--- src/design/rsas_pkg.sv ---
// ----------------------------------------------------------------------------
// Rotated sorted array search package
// Sizes, command codes and the queue entry type shared by the search core.
// ----------------------------------------------------------------------------
`default_nettype none

package rsas_pkg;

   localparam int DEPTH       = 64;
   localparam int ADDR_W      = $clog2(DEPTH);
   localparam int COUNT_W     = $clog2(DEPTH + 1);
   localparam int VALUE_W     = 32;
   localparam int POS_W       = 6;
   localparam int QUEUE_DEPTH = 2;
   localparam int QPTR_W      = $clog2(QUEUE_DEPTH);
   localparam int QCNT_W      = $clog2(QUEUE_DEPTH + 1);

   localparam logic OP_LOAD   = 1'b0;
   localparam logic OP_SEARCH = 1'b1;

   typedef struct packed {
      logic                      is_search;
      logic signed [VALUE_W-1:0] value;
      logic                      last;
   } cmd_type;

   typedef struct packed {
      logic    valid;
      cmd_type cmd;
   } queue_out_type;

endpackage

`default_nettype wire

--- src/design/rotated_sorted_array_search_core.sv ---
// ----------------------------------------------------------------------------
// Rotated sorted array search core
// Loads a rotated ascending array and binary-searches it for target values.
// ----------------------------------------------------------------------------
// A load is taken by the back end in its idle state; a search takes a setup
// step and then element compares until it finds the target or the range empties.
// The compare loop is bound by the registered read of the element memory.
// Each search result is registered before it leaves the core; the strobe lasts
// one cycle and the receiver cannot stall it.
// Synchronous reset empties the queue and starts a fresh array; memory is not cleared.
`default_nettype none

module rotated_sorted_array_search_core (
   input  wire logic                               clock,
   input  wire logic                               reset,
   input  wire logic                               start,
   output      logic                               busy,
   input  wire logic                               req_op,
   input  wire logic signed [rsas_pkg::VALUE_W-1:0] req_item_value,
   input  wire logic                               req_last_element,
   output      logic                               rsp_valid,
   output      logic                               rsp_found,
   output      logic [rsas_pkg::POS_W-1:0]         rsp_position
);
   import rsas_pkg::*;

   queue_out_type head;
   logic          pop;

   rsas_front u_front (
      .clock            (clock),
      .reset            (reset),
      .start            (start),
      .req_op           (req_op),
      .req_item_value   (req_item_value),
      .req_last_element (req_last_element),
      .pop              (pop),
      .busy             (busy),
      .head             (head)
   );

   rsas_back u_back (
      .clock        (clock),
      .reset        (reset),
      .head         (head),
      .pop          (pop),
      .rsp_valid    (rsp_valid),
      .rsp_found    (rsp_found),
      .rsp_position (rsp_position)
   );

endmodule

`default_nettype wire

--- src/design/rsas_front.sv ---
// ----------------------------------------------------------------------------
// Rotated sorted array search front end
// Accepts commands, decodes the operation and holds them in a short queue.
// ----------------------------------------------------------------------------
`default_nettype none

module rsas_front (
   input  wire logic                               clock,
   input  wire logic                               reset,
   input  wire logic                               start,
   input  wire logic                               req_op,
   input  wire logic signed [rsas_pkg::VALUE_W-1:0] req_item_value,
   input  wire logic                               req_last_element,
   input  wire logic                               pop,
   output      logic                               busy,
   output      rsas_pkg::queue_out_type            head
);
   import rsas_pkg::*;

   cmd_type             queue_ff [QUEUE_DEPTH];
   logic [QPTR_W-1:0]   wr_ptr_ff, wr_ptr_in;
   logic [QPTR_W-1:0]   rd_ptr_ff, rd_ptr_in;
   logic [QCNT_W-1:0]   fill_ff, fill_in;
   cmd_type             cmd;
   logic                accept;
   logic                take;

   always_comb begin
      cmd.value = req_item_value;
      cmd.last  = req_last_element;
      unique case (req_op)
         OP_LOAD:   cmd.is_search = 1'b0;
         OP_SEARCH: cmd.is_search = 1'b1;
         default:   cmd.is_search = 1'b0;
      endcase
   end

   assign busy   = (fill_ff == QCNT_W'(QUEUE_DEPTH));
   assign accept = start && !busy;
   assign take   = pop && (fill_ff != '0);

   assign head.valid = (fill_ff != '0);
   assign head.cmd   = queue_ff[rd_ptr_ff];

   always_comb begin
      wr_ptr_in = wr_ptr_ff;
      rd_ptr_in = rd_ptr_ff;
      fill_in   = fill_ff;
      if (accept) begin
         wr_ptr_in = (wr_ptr_ff == QPTR_W'(QUEUE_DEPTH - 1)) ? '0 : wr_ptr_ff + 1'b1;
      end
      if (take) begin
         rd_ptr_in = (rd_ptr_ff == QPTR_W'(QUEUE_DEPTH - 1)) ? '0 : rd_ptr_ff + 1'b1;
      end
      if (accept && !take) begin
         fill_in = fill_ff + 1'b1;
      end else if (take && !accept) begin
         fill_in = fill_ff - 1'b1;
      end
   end

   always_ff @(posedge clock) begin
      if (reset) begin
         wr_ptr_ff <= '0;
         rd_ptr_ff <= '0;
         fill_ff   <= '0;
      end else begin
         wr_ptr_ff <= wr_ptr_in;
         rd_ptr_ff <= rd_ptr_in;
         fill_ff   <= fill_in;
      end
   end

   always_ff @(posedge clock) begin
      if (accept) begin
         queue_ff[wr_ptr_ff] <= cmd;
      end
   end

endmodule

`default_nettype wire

--- src/design/rsas_back.sv ---
// ----------------------------------------------------------------------------
// Rotated sorted array search back end
// Stores loaded elements, tracks the rotation point and runs the binary search.
// ----------------------------------------------------------------------------
`default_nettype none

module rsas_back (
   input  wire logic                           clock,
   input  wire logic                           reset,
   input  wire rsas_pkg::queue_out_type        head,
   output      logic                           pop,
   output      logic                           rsp_valid,
   output      logic                           rsp_found,
   output      logic [rsas_pkg::POS_W-1:0]     rsp_position
);
   import rsas_pkg::*;

   localparam logic ST_IDLE   = 1'b0;
   localparam logic ST_SEARCH = 1'b1;

   logic signed [VALUE_W-1:0] mem [DEPTH];

   logic                      state_ff, state_in;
   logic [COUNT_W-1:0]        count_ff, count_in;
   logic [COUNT_W-1:0]        rot_ff, rot_in;
   logic                      load_done_ff, load_done_in;
   logic signed [VALUE_W-1:0] first_ff, first_in;
   logic signed [VALUE_W-1:0] prev_ff, prev_in;
   logic signed [VALUE_W-1:0] target_ff, target_in;
   logic signed [VALUE_W-1:0] rd_data_ff;
   logic [COUNT_W-1:0]        lo_ff, lo_in;
   logic [COUNT_W-1:0]        hi_ff, hi_in;
   logic [ADDR_W-1:0]         mid_ff, mid_in;
   logic                      rsp_valid_ff, rsp_valid_in;
   logic                      rsp_found_ff, rsp_found_in;
   logic [POS_W-1:0]          rsp_position_ff, rsp_position_in;

   logic signed [VALUE_W-1:0] cmd_value;
   logic [COUNT_W-1:0]        cnt_eff, rot_eff, pivot;
   logic [COUNT_W-1:0]        setup_lo, setup_hi, step_lo, step_hi;
   logic [COUNT_W-1:0]        lo_c, hi_c, mid_c;
   logic                      go;
   logic [ADDR_W-1:0]         rd_addr;
   logic                      wr_en;
   logic [ADDR_W-1:0]         wr_addr;
   logic [ADDR_W+POS_W-1:0]   pos_ext;

   assign cmd_value = head.cmd.value;
   assign pop       = (state_ff == ST_IDLE) && head.valid;

   assign cnt_eff = load_done_ff ? '0 : count_ff;
   assign rot_eff = load_done_ff ? '0 : rot_ff;
   assign pivot   = (rot_ff == '0) ? count_ff : rot_ff;

   always_comb begin
      if (count_ff == '0) begin
         setup_lo = '0;
         setup_hi = '0;
      end else if (cmd_value >= first_ff) begin
         setup_lo = '0;
         setup_hi = pivot;
      end else begin
         setup_lo = pivot;
         setup_hi = count_ff;
      end
      if (target_ff < rd_data_ff) begin
         step_lo = lo_ff;
         step_hi = COUNT_W'(mid_ff);
      end else begin
         step_lo = COUNT_W'(mid_ff) + 1'b1;
         step_hi = hi_ff;
      end
      lo_c  = (state_ff == ST_IDLE) ? setup_lo : step_lo;
      hi_c  = (state_ff == ST_IDLE) ? setup_hi : step_hi;
      mid_c = lo_c + ((hi_c - lo_c) >> 1);
      go    = (lo_c < hi_c);
   end

   assign rd_addr = mid_c[ADDR_W-1:0];
   assign wr_addr = cnt_eff[ADDR_W-1:0];
   assign pos_ext = (ADDR_W + POS_W)'(mid_ff);

   always_comb begin
      state_in        = state_ff;
      count_in        = count_ff;
      rot_in          = rot_ff;
      load_done_in    = load_done_ff;
      first_in        = first_ff;
      prev_in         = prev_ff;
      target_in       = target_ff;
      lo_in           = lo_ff;
      hi_in           = hi_ff;
      mid_in          = mid_ff;
      wr_en           = 1'b0;
      rsp_valid_in    = 1'b0;
      rsp_found_in    = 1'b0;
      rsp_position_in = '0;
      unique case (state_ff)
         ST_IDLE: begin
            if (head.valid && !head.cmd.is_search) begin
               count_in     = cnt_eff;
               rot_in       = rot_eff;
               load_done_in = head.cmd.last;
               if (cnt_eff < COUNT_W'(DEPTH)) begin
                  if ((cnt_eff != '0) && (rot_eff == '0) && (prev_ff > cmd_value)) begin
                     rot_in = cnt_eff;
                  end
                  if (cnt_eff == '0) begin
                     first_in = cmd_value;
                  end
                  prev_in  = cmd_value;
                  wr_en    = 1'b1;
                  count_in = cnt_eff + 1'b1;
               end
            end else if (head.valid) begin
               target_in = cmd_value;
               if (go) begin
                  lo_in    = lo_c;
                  hi_in    = hi_c;
                  mid_in   = rd_addr;
                  state_in = ST_SEARCH;
               end else begin
                  rsp_valid_in = 1'b1;
               end
            end
         end
         ST_SEARCH: begin
            if (rd_data_ff == target_ff) begin
               rsp_valid_in    = 1'b1;
               rsp_found_in    = 1'b1;
               rsp_position_in = pos_ext[POS_W-1:0];
               state_in        = ST_IDLE;
            end else if (go) begin
               lo_in  = lo_c;
               hi_in  = hi_c;
               mid_in = rd_addr;
            end else begin
               rsp_valid_in = 1'b1;
               state_in     = ST_IDLE;
            end
         end
         default: state_in = ST_IDLE;
      endcase
   end

   always_ff @(posedge clock) begin
      if (reset) begin
         state_ff     <= ST_IDLE;
         count_ff     <= '0;
         rot_ff       <= '0;
         load_done_ff <= 1'b1;
         rsp_valid_ff <= 1'b0;
      end else begin
         state_ff     <= state_in;
         count_ff     <= count_in;
         rot_ff       <= rot_in;
         load_done_ff <= load_done_in;
         rsp_valid_ff <= rsp_valid_in;
      end
   end

   always_ff @(posedge clock) begin
      first_ff        <= first_in;
      prev_ff         <= prev_in;
      target_ff       <= target_in;
      lo_ff           <= lo_in;
      hi_ff           <= hi_in;
      mid_ff          <= mid_in;
      rsp_found_ff    <= rsp_found_in;
      rsp_position_ff <= rsp_position_in;
   end

   always_ff @(posedge clock) begin
      if (wr_en) begin
         mem[wr_addr] <= cmd_value;
      end
      rd_data_ff <= mem[rd_addr];
   end

   assign rsp_valid    = rsp_valid_ff;
   assign rsp_found    = rsp_found_ff;
   assign rsp_position = rsp_position_ff;

endmodule

`default_nettype wire

--- config.mk ---
export PLATFORM = sky130hd
export DESIGN_NAME = rotated_sorted_array_search_core
export DESIGN_NICKNAME = d
export VERILOG_FILES = /design/src/design/rsas_pkg.sv /design/src/design/rotated_sorted_array_search_core.sv /design/src/design/rsas_front.sv /design/src/design/rsas_back.sv
export SDC_FILE = /design/constraint.sdc
export NUM_CORES = 2
export LEC_CHECK = 0
export BUFFER_PORTS_ARGS = -buffer_cell sky130_fd_sc_hd__clkbuf_2
export CORE_MARGIN = 3
export CORE_UTILIZATION = 40
export CTS_CLUSTER_SIZE = 10
export DETAILED_ROUTE_END_ITERATION = 7
export PLACE_DENSITY_LB_ADDON = 0.25
export SLEW_MARGIN = 15
export SYNTH_ARGS = -nofsm -noshare
export SYNTH_HDL_FRONTEND = slang
export SYNTH_HIERARCHICAL = 1
export SYNTH_SLANG_ARGS = --single-unit
--- constraint.sdc ---
create_clock -name clock -period 7.2 [get_ports clock]
set_input_delay 0.72 -clock clock [delete_from_list [all_inputs] [get_ports clock]]
set_output_delay 0.72 -clock clock [all_outputs]
set_load 0.1 [all_outputs]
======== Word-level counts from Yosys, hierarchy flattened ========
Memories as Yosys holds them, arrays and structs flattened. A register that Yosys moved wholly into a read port is not among the register bits.
Cells that the tools add are included.
storage, ports and cells
  memories kept ........................... 2
  bits of input ports ..................... 37
  output and inout bits ................... 9
  register bits after elaboration ......... 144
  logic and storage cells ................. 118
  memory bits (writable) .................. 2116
cells by class
  bitwise gates (word level) .............. 3
  $lt $le $gt $ge ......................... 5
  $add $sub $neg .......................... 8
  eq/ne operators ......................... 5
  mux-type cells .......................... 54
  reduce and logical (&&, ||, !) cells .... 25
memories
  name              depth  bits a word  read ports  clocked after memory_dff  wr ports  RTL line          text
  u_back.mem        64     32           1           1                         1         rsas_back.sv:21   logic signed [VALUE_W-1:0] mem [DEPTH];
  u_front.queue_ff  2      34           1           1                         1         rsas_front.sv:20  cmd_type queue_ff [QUEUE_DEPTH];
operators by type and width
  cell                   count
  $mux W7                22
  $eq A32 B32 Y1         1
  $ge A32 B32 Y1         1
  $gt A32 B32 Y1         1
  $lt A32 B32 Y1         1
  $logic_not A7 Y1       4
  $pmux W7 S2            2
  $mux W6                4
  $mux W1                20
  $pmux W6 S2            1
  $reduce_and A3 Y1      3
  $logic_and A1 B1 Y1    8
  $add A6 B1 Y7 const B  1
  $add A7 B1 Y7 const B  1
  $lt A7 B7 Y1           1
  $lt A7 B7 Y1 const B   1
  $reduce_bool A7 Y1     1
  $sub A7 B7 Y7          1
  $add A6 B6 Y6          1
  $pmux W1 S2            3
  $logic_not A1 Y1       4
  $mux W2                2
  $ne A2 B2 Y1 const B   2
  $reduce_and A2 Y1      2
  other kinds (8)        12

======== Logic depth before layout (Yosys ltp) ========
  depth in word-level cells ............... 11
  gate-level depth with buffers ........... 30
  mapped depth without buffers ............ 26

======== By module ========
The synthesis kept the hierarchy.
modules (own cells, without submodules)
  module      area an instance (um^2)  instances  sequential area each (um^2)  cells each
  rsas_back   86425.4                  1          66103.4                      3774
  rsas_front  2665.1                   1          2142.1                       131

======== Worst setup path after synthesis ========
Ideal clock, no wire load.
  path type ............................... flip-flop to flip-flop
  start ................................... reg (tool-made name)
  end ..................................... reg u_back.rd_data_ff[0], read port of u_back.mem
  path slack .............................. 0.126 ns
  setup time .............................. 0.128 ns
  arrival ................................. 6.946 ns
  clock period less this slack ............ 7.074 ns
  cell stages (with the launch flop) ...... 28
  buffers on the path ..................... 6
  required time ........................... 7.072 ns
  path through ............................ dfxtp_1 > buf_2 > buf_2 > mux2_2 > ha_1 > a21oi_1 > o21ai_1 > a221o_1 > a2111oi_4 > a21oi_1 > nor2_2 > o21ai_0 > nor2b_1 > clkbuf_1 > a221oi_1 > ha_1 > fa_1 > inv_1 > ha_1 > inv_1 > fa_1 > clkbuf_1 > clkbuf_1 > buf_1 > mux4_2 > mux4_2 > mux2i_1 > mux2i_1
RTL lines
  what           RTL line         text
  end, declared  rsas_back.sv:30  logic signed [VALUE_W-1:0] rd_data_ff;

======== Worst setup path in the final report ========
  start ................................... reg u_back.rd_data_ff[21], read port of u_back.mem
  end ..................................... reg u_back.rd_data_ff[18], read port of u_back.mem
between the ends
  longest elaborated chain between the ends .. 5
  elaborated cells on any way between the ends .. 7
  classes of those cells .................. 2 x add/sub; 1 x order compare; 4 x mux
RTL lines
  what                RTL line         text
  $lt A32 B32 Y1      rsas_back.sv:66  if (target_ff < rd_data_ff) begin
  $mux W7             rsas_back.sv:66
  $mux W7             rsas_back.sv:74  hi_c = (state_ff == ST_IDLE) ? setup_hi : step_hi;
  via u_back.hi_c[2]  rsas_back.sv:41  logic [COUNT_W-1:0] lo_c, hi_c, mid_c;
  $sub A7 B7 Y7       rsas_back.sv:75  mid_c = lo_c + ((hi_c - lo_c) >> 1);
  $add A6 B6 Y6       rsas_back.sv:75
The timed path passes the listed nets, and every way through them passes these cells.
A chain may end at the register's enable or synchronous reset.

==> impl_metrics.env <==
export IMPL_timing_hold_ws_ps=71.8
export IMPL_cp_end_kind="register"
export IMPL_vias_per_cell=5.71
export IMPL_place_gp_congestion=0.791
export IMPL_finClkSkew_ps=67.7
export IMPL_max_freq_mhz=143
export IMPL_synth_warnings=6
export IMPL_grt_pass1_vias=43800
export IMPL_clock_path_buffers=4
export IMPL_synth_edff_count=2232
export IMPL_period_needed_ps=7020
export IMPL_drive_above_1_share_pct=32.0
export IMPL_dieArea_um2=228000
export IMPL_cpPeakStageDelay_ps=860
export IMPL_cp_arrival_ps=7780
export IMPL_die_h_um=478
export IMPL_cpMaxStageDelayCell="fa_4"
export IMPL_cts_root_buf="clkbuf_16"
export IMPL_finalCoreUtilization_pct=47.4
export IMPL_ys_ff_latch=2293
export IMPL_port_buffers=45
export IMPL_ys_types=62
export IMPL_syn_cell_area_um2=89100
export IMPL_coreArea_um2=221000
export IMPL_fill_cells=17700
export IMPL_drtIter0Drc=5166
export IMPL_ant_nets=0
export IMPL_drv_cap=0
export IMPL_postRouteWirelength_mm=237
export IMPL_grt_max_degree=69
export IMPL_worst_pin_slew_ps=1170
export IMPL_setup_viol=0
export IMPL_synth_nets=4056
export IMPL_slew_violations=0
export IMPL_drc=0
export IMPL_initial_core_util_pct=40.4
export IMPL_antenna_found_initial=16
export IMPL_crit_path_max_fanout=20
export IMPL_cts_clk_slew_worst_paths_ps=50
export IMPL_finalWorstSetupSlack_ps=184
export IMPL_p_leak_nw=33.6
export IMPL_io_pins=46
export IMPL_critPathKind="reg2reg"
export IMPL_synthCells=3905
export IMPL_ys_flop_type="edfxtp_1"
export IMPL_final_common_cell="edfxtp_1"
export IMPL_hpwlAfterDp_mm=130
export IMPL_path_cells="inv_1 -> ha_1 -> nand4_1 -> nor4_1 -> buf_4 -> nor2_1 -> a31oi_1 -> mux2i_2 -> buf_12 -> buf_4 -> mux2i_1 -> nor2_1 -> a221o_1 -> ha_1 -> xnor2_1 -> inv_1 -> fa_4 -> buf_12 -> buf_16 -> buf_12 -> mux4_2 -> mux4_2 -> mux2i_1 -> mux2i_1"
export IMPL_status="completed"
export IMPL_die_w_um=478
export IMPL_async_reset_ff_share_pct=0
export IMPL_clock_sinks=2293
export IMPL_fin_nets=4568
export IMPL_yosys_area_top_type="edfxtp_1"
export IMPL_finalCritPeriodShare_pct=97.4
export IMPL_htreeDepth=5
export IMPL_fin_area_um2=105000
export IMPL_required_ps=7960
export IMPL_rows=172
export IMPL_gr_total_overflow=0
export IMPL_place_ws_ps=-447
export IMPL_cts_made_buffers=282
export IMPL_dp_cells=7044
export IMPL_ir_drop_v=0.000308
export IMPL_wl_per_cell_um=31.5
export IMPL_instances_no_fill=7501
export IMPL_yosysSeqAreaShare_pct=76.6
export IMPL_place_area_um2=96000
export IMPL_syn_mean_instance_area_um2=22.8
export IMPL_mostFrequentLayoutCells="2232 x edfxtp_1, 640 x mux4_2, 293 x clkbuf_16"
export IMPL_hold_viol_final=0
export IMPL_holdCritPathClass="in2reg"
export IMPL_clock_latency_ps=920
export IMPL_vias=42800
export IMPL_slew_headroom_pct=22.0
export IMPL_grt_pass1_wl_mm=332
export IMPL_start_kind="register"
export IMPL_synthTopCellsByArea="edfxtp_1 75%, mux4_2 16%, ha_1 1.6%, dfxtp_1 1.4%, mux2i_1 1.2%"
export IMPL_r2r_slack_ps=180
export IMPL_drt_pre_antenna_iters=5
export IMPL_tritoncts="yes"
export IMPL_power_density_nw_per_um2=388
export IMPL_synth_top_cell_area_share_pct=75.2
export IMPL_track_usage_pct=20.6
export IMPL_syn_to_final_growth_pct=17.3
==> critical path: cells and delay by family (launching register included) <==
| kind | cells | cell delay (ps) |
|---|---|---|
| muxes | 6 | 2060 |
| buffers and inverters | 8 | 1380 |
| adders and majority gates | 3 | 1550 |
| xor gates and xnor gates | 1 | 220 |
| AOI/OAI and AO/OA | 2 | 500 |
| DFF | 1 | 430 |
| and+or+nand+nor | 4 | 670 |
==> Yosys cell counts, types with 10 or more instances <==
library cell and instances:
nor2b_1 13, dfxtp_1 61, nor2_1 108, clkbuf_1 112, ha_1 112, o21ai_0 26
inv_1 124, buf_1 49, nand4_1 23, nand3_1 16, nand2_1 43, mux2i_1 106
xnor2_1 11, mux2_2 34, edfxtp_1 2232, mux4_2 640, nor4_1 10, a21oi_1 51
a21o_1 25
==> timing repair <==
action	4_1_cts	5_1_grt
pin swaps	1	8
hold buffers	32	0
setup endpoints to repair	12	33
setup buffers	1	10
resized for setup	16	34
cloned	1	5
endpoints found under the hold margin	62	0
==> metal layers <==
| layer | wire [µm] | GRT usage [%] | vias to the layer above | part of all wire, % |
|---|---|---|---|---|
| met3 | 19600 | 4.57 | 341 | 8.3 |
| met2 | 113000 | 32.6 | 1776 | 48 |
| li1 | - | - | 17500 | - |
| met5 | 27 | 0 | - | 0.011 |
| met4 | 6750 | 6.34 | 4 | 2.9 |
| met1 | 96700 | 28.6 | 23200 | 41 |
==> kinds of logic (layout without fill, tap and decap cells) <==
kind of cell             after synthesis  count (layout)  synth area share, %
buffers and inverters                296             931                 1.29
adder cells (fa/ha/maj)              114             114                 1.62
XOR/XNOR                              17              17                0.188
other                                  0               3                    0
flip-flops                          2293            2293                 76.6
multiplexers                         780             780                 17.8
AO/OA/AOI/OAI                        153             153                 1.16
AND/OR/NAND/NOR                      252             252                 1.34
==> per-stage QoR <==
step / power (W) / setup TNS (ps)
CTS: 0.0407 / 0
global route: 0.0420 / -79.2
floorplan: 0.0229 / 0
finish: 0.0405 / 0
global placement: 0.0282 / -1630
detailed placement: 0.0283 / -1510
==> flip-flops by register name, indices dropped and copies added (netlist names), named ones only <==
name and cells:
u_back/count_ff 7, u_back/first_ff 32, u_back/hi_ff 7, u_back/lo_ff 7, u_back/load_done_ff 1, u_back/mem 2048
u_back/mid_ff 6, u_back/prev_ff 32, u_back/rd_data_ff 32, u_back/rot_ff 7, u_back/rsp_found 1, u_back/rsp_position 6
u_back/rsp_valid 1, u_back/state_ff 1, u_back/target_ff 32, u_front/fill_ff 2, u_front/queue_ff 68, u_front/rd_ptr_ff 1
u_front/wr_ptr_ff 1
==> power by group <==
group / internal (W) / switching [W] / total, W / leakage, nW
Sequential: 0.0164 / 0.000186 / 0.0166 / 20.6
Combinational: 0.00476 / 0.00692 / 0.0117 / 9.23
Clock: 0.00726 / 0.00502 / 0.0123 / 3.72
==> worst paths after layout <==
kind,startpoint,to,cells after the start
setup / recovery,u_back/rd_data_ff[21],u_back/rd_data_ff[18],24
hold / removal,req_item_value[0],u_front/queue_ff[1][1],1
setup reg to reg,u_back/rd_data_ff[21],u_back/rd_data_ff[18],24
hold reg to reg,u_front/wr_ptr_ff,u_front/wr_ptr_ff,2
==> layout make-up <==
cell class	count	area [µm²]	area share, %
Timing Repair Buffer	400	3960	3.79
Antenna cell	3	7.51	0.00718
Sequential cell	2293	68300	65.3
Tap cell	2958	3700	3.54
Multi-Input combinational cell	1316	20400	19.5
Clock buffer	398	7640	7.31
Clock inverter	9	58.8	0.0563
Inverter	124	465	0.445
(Power assumes the default switching activity.)
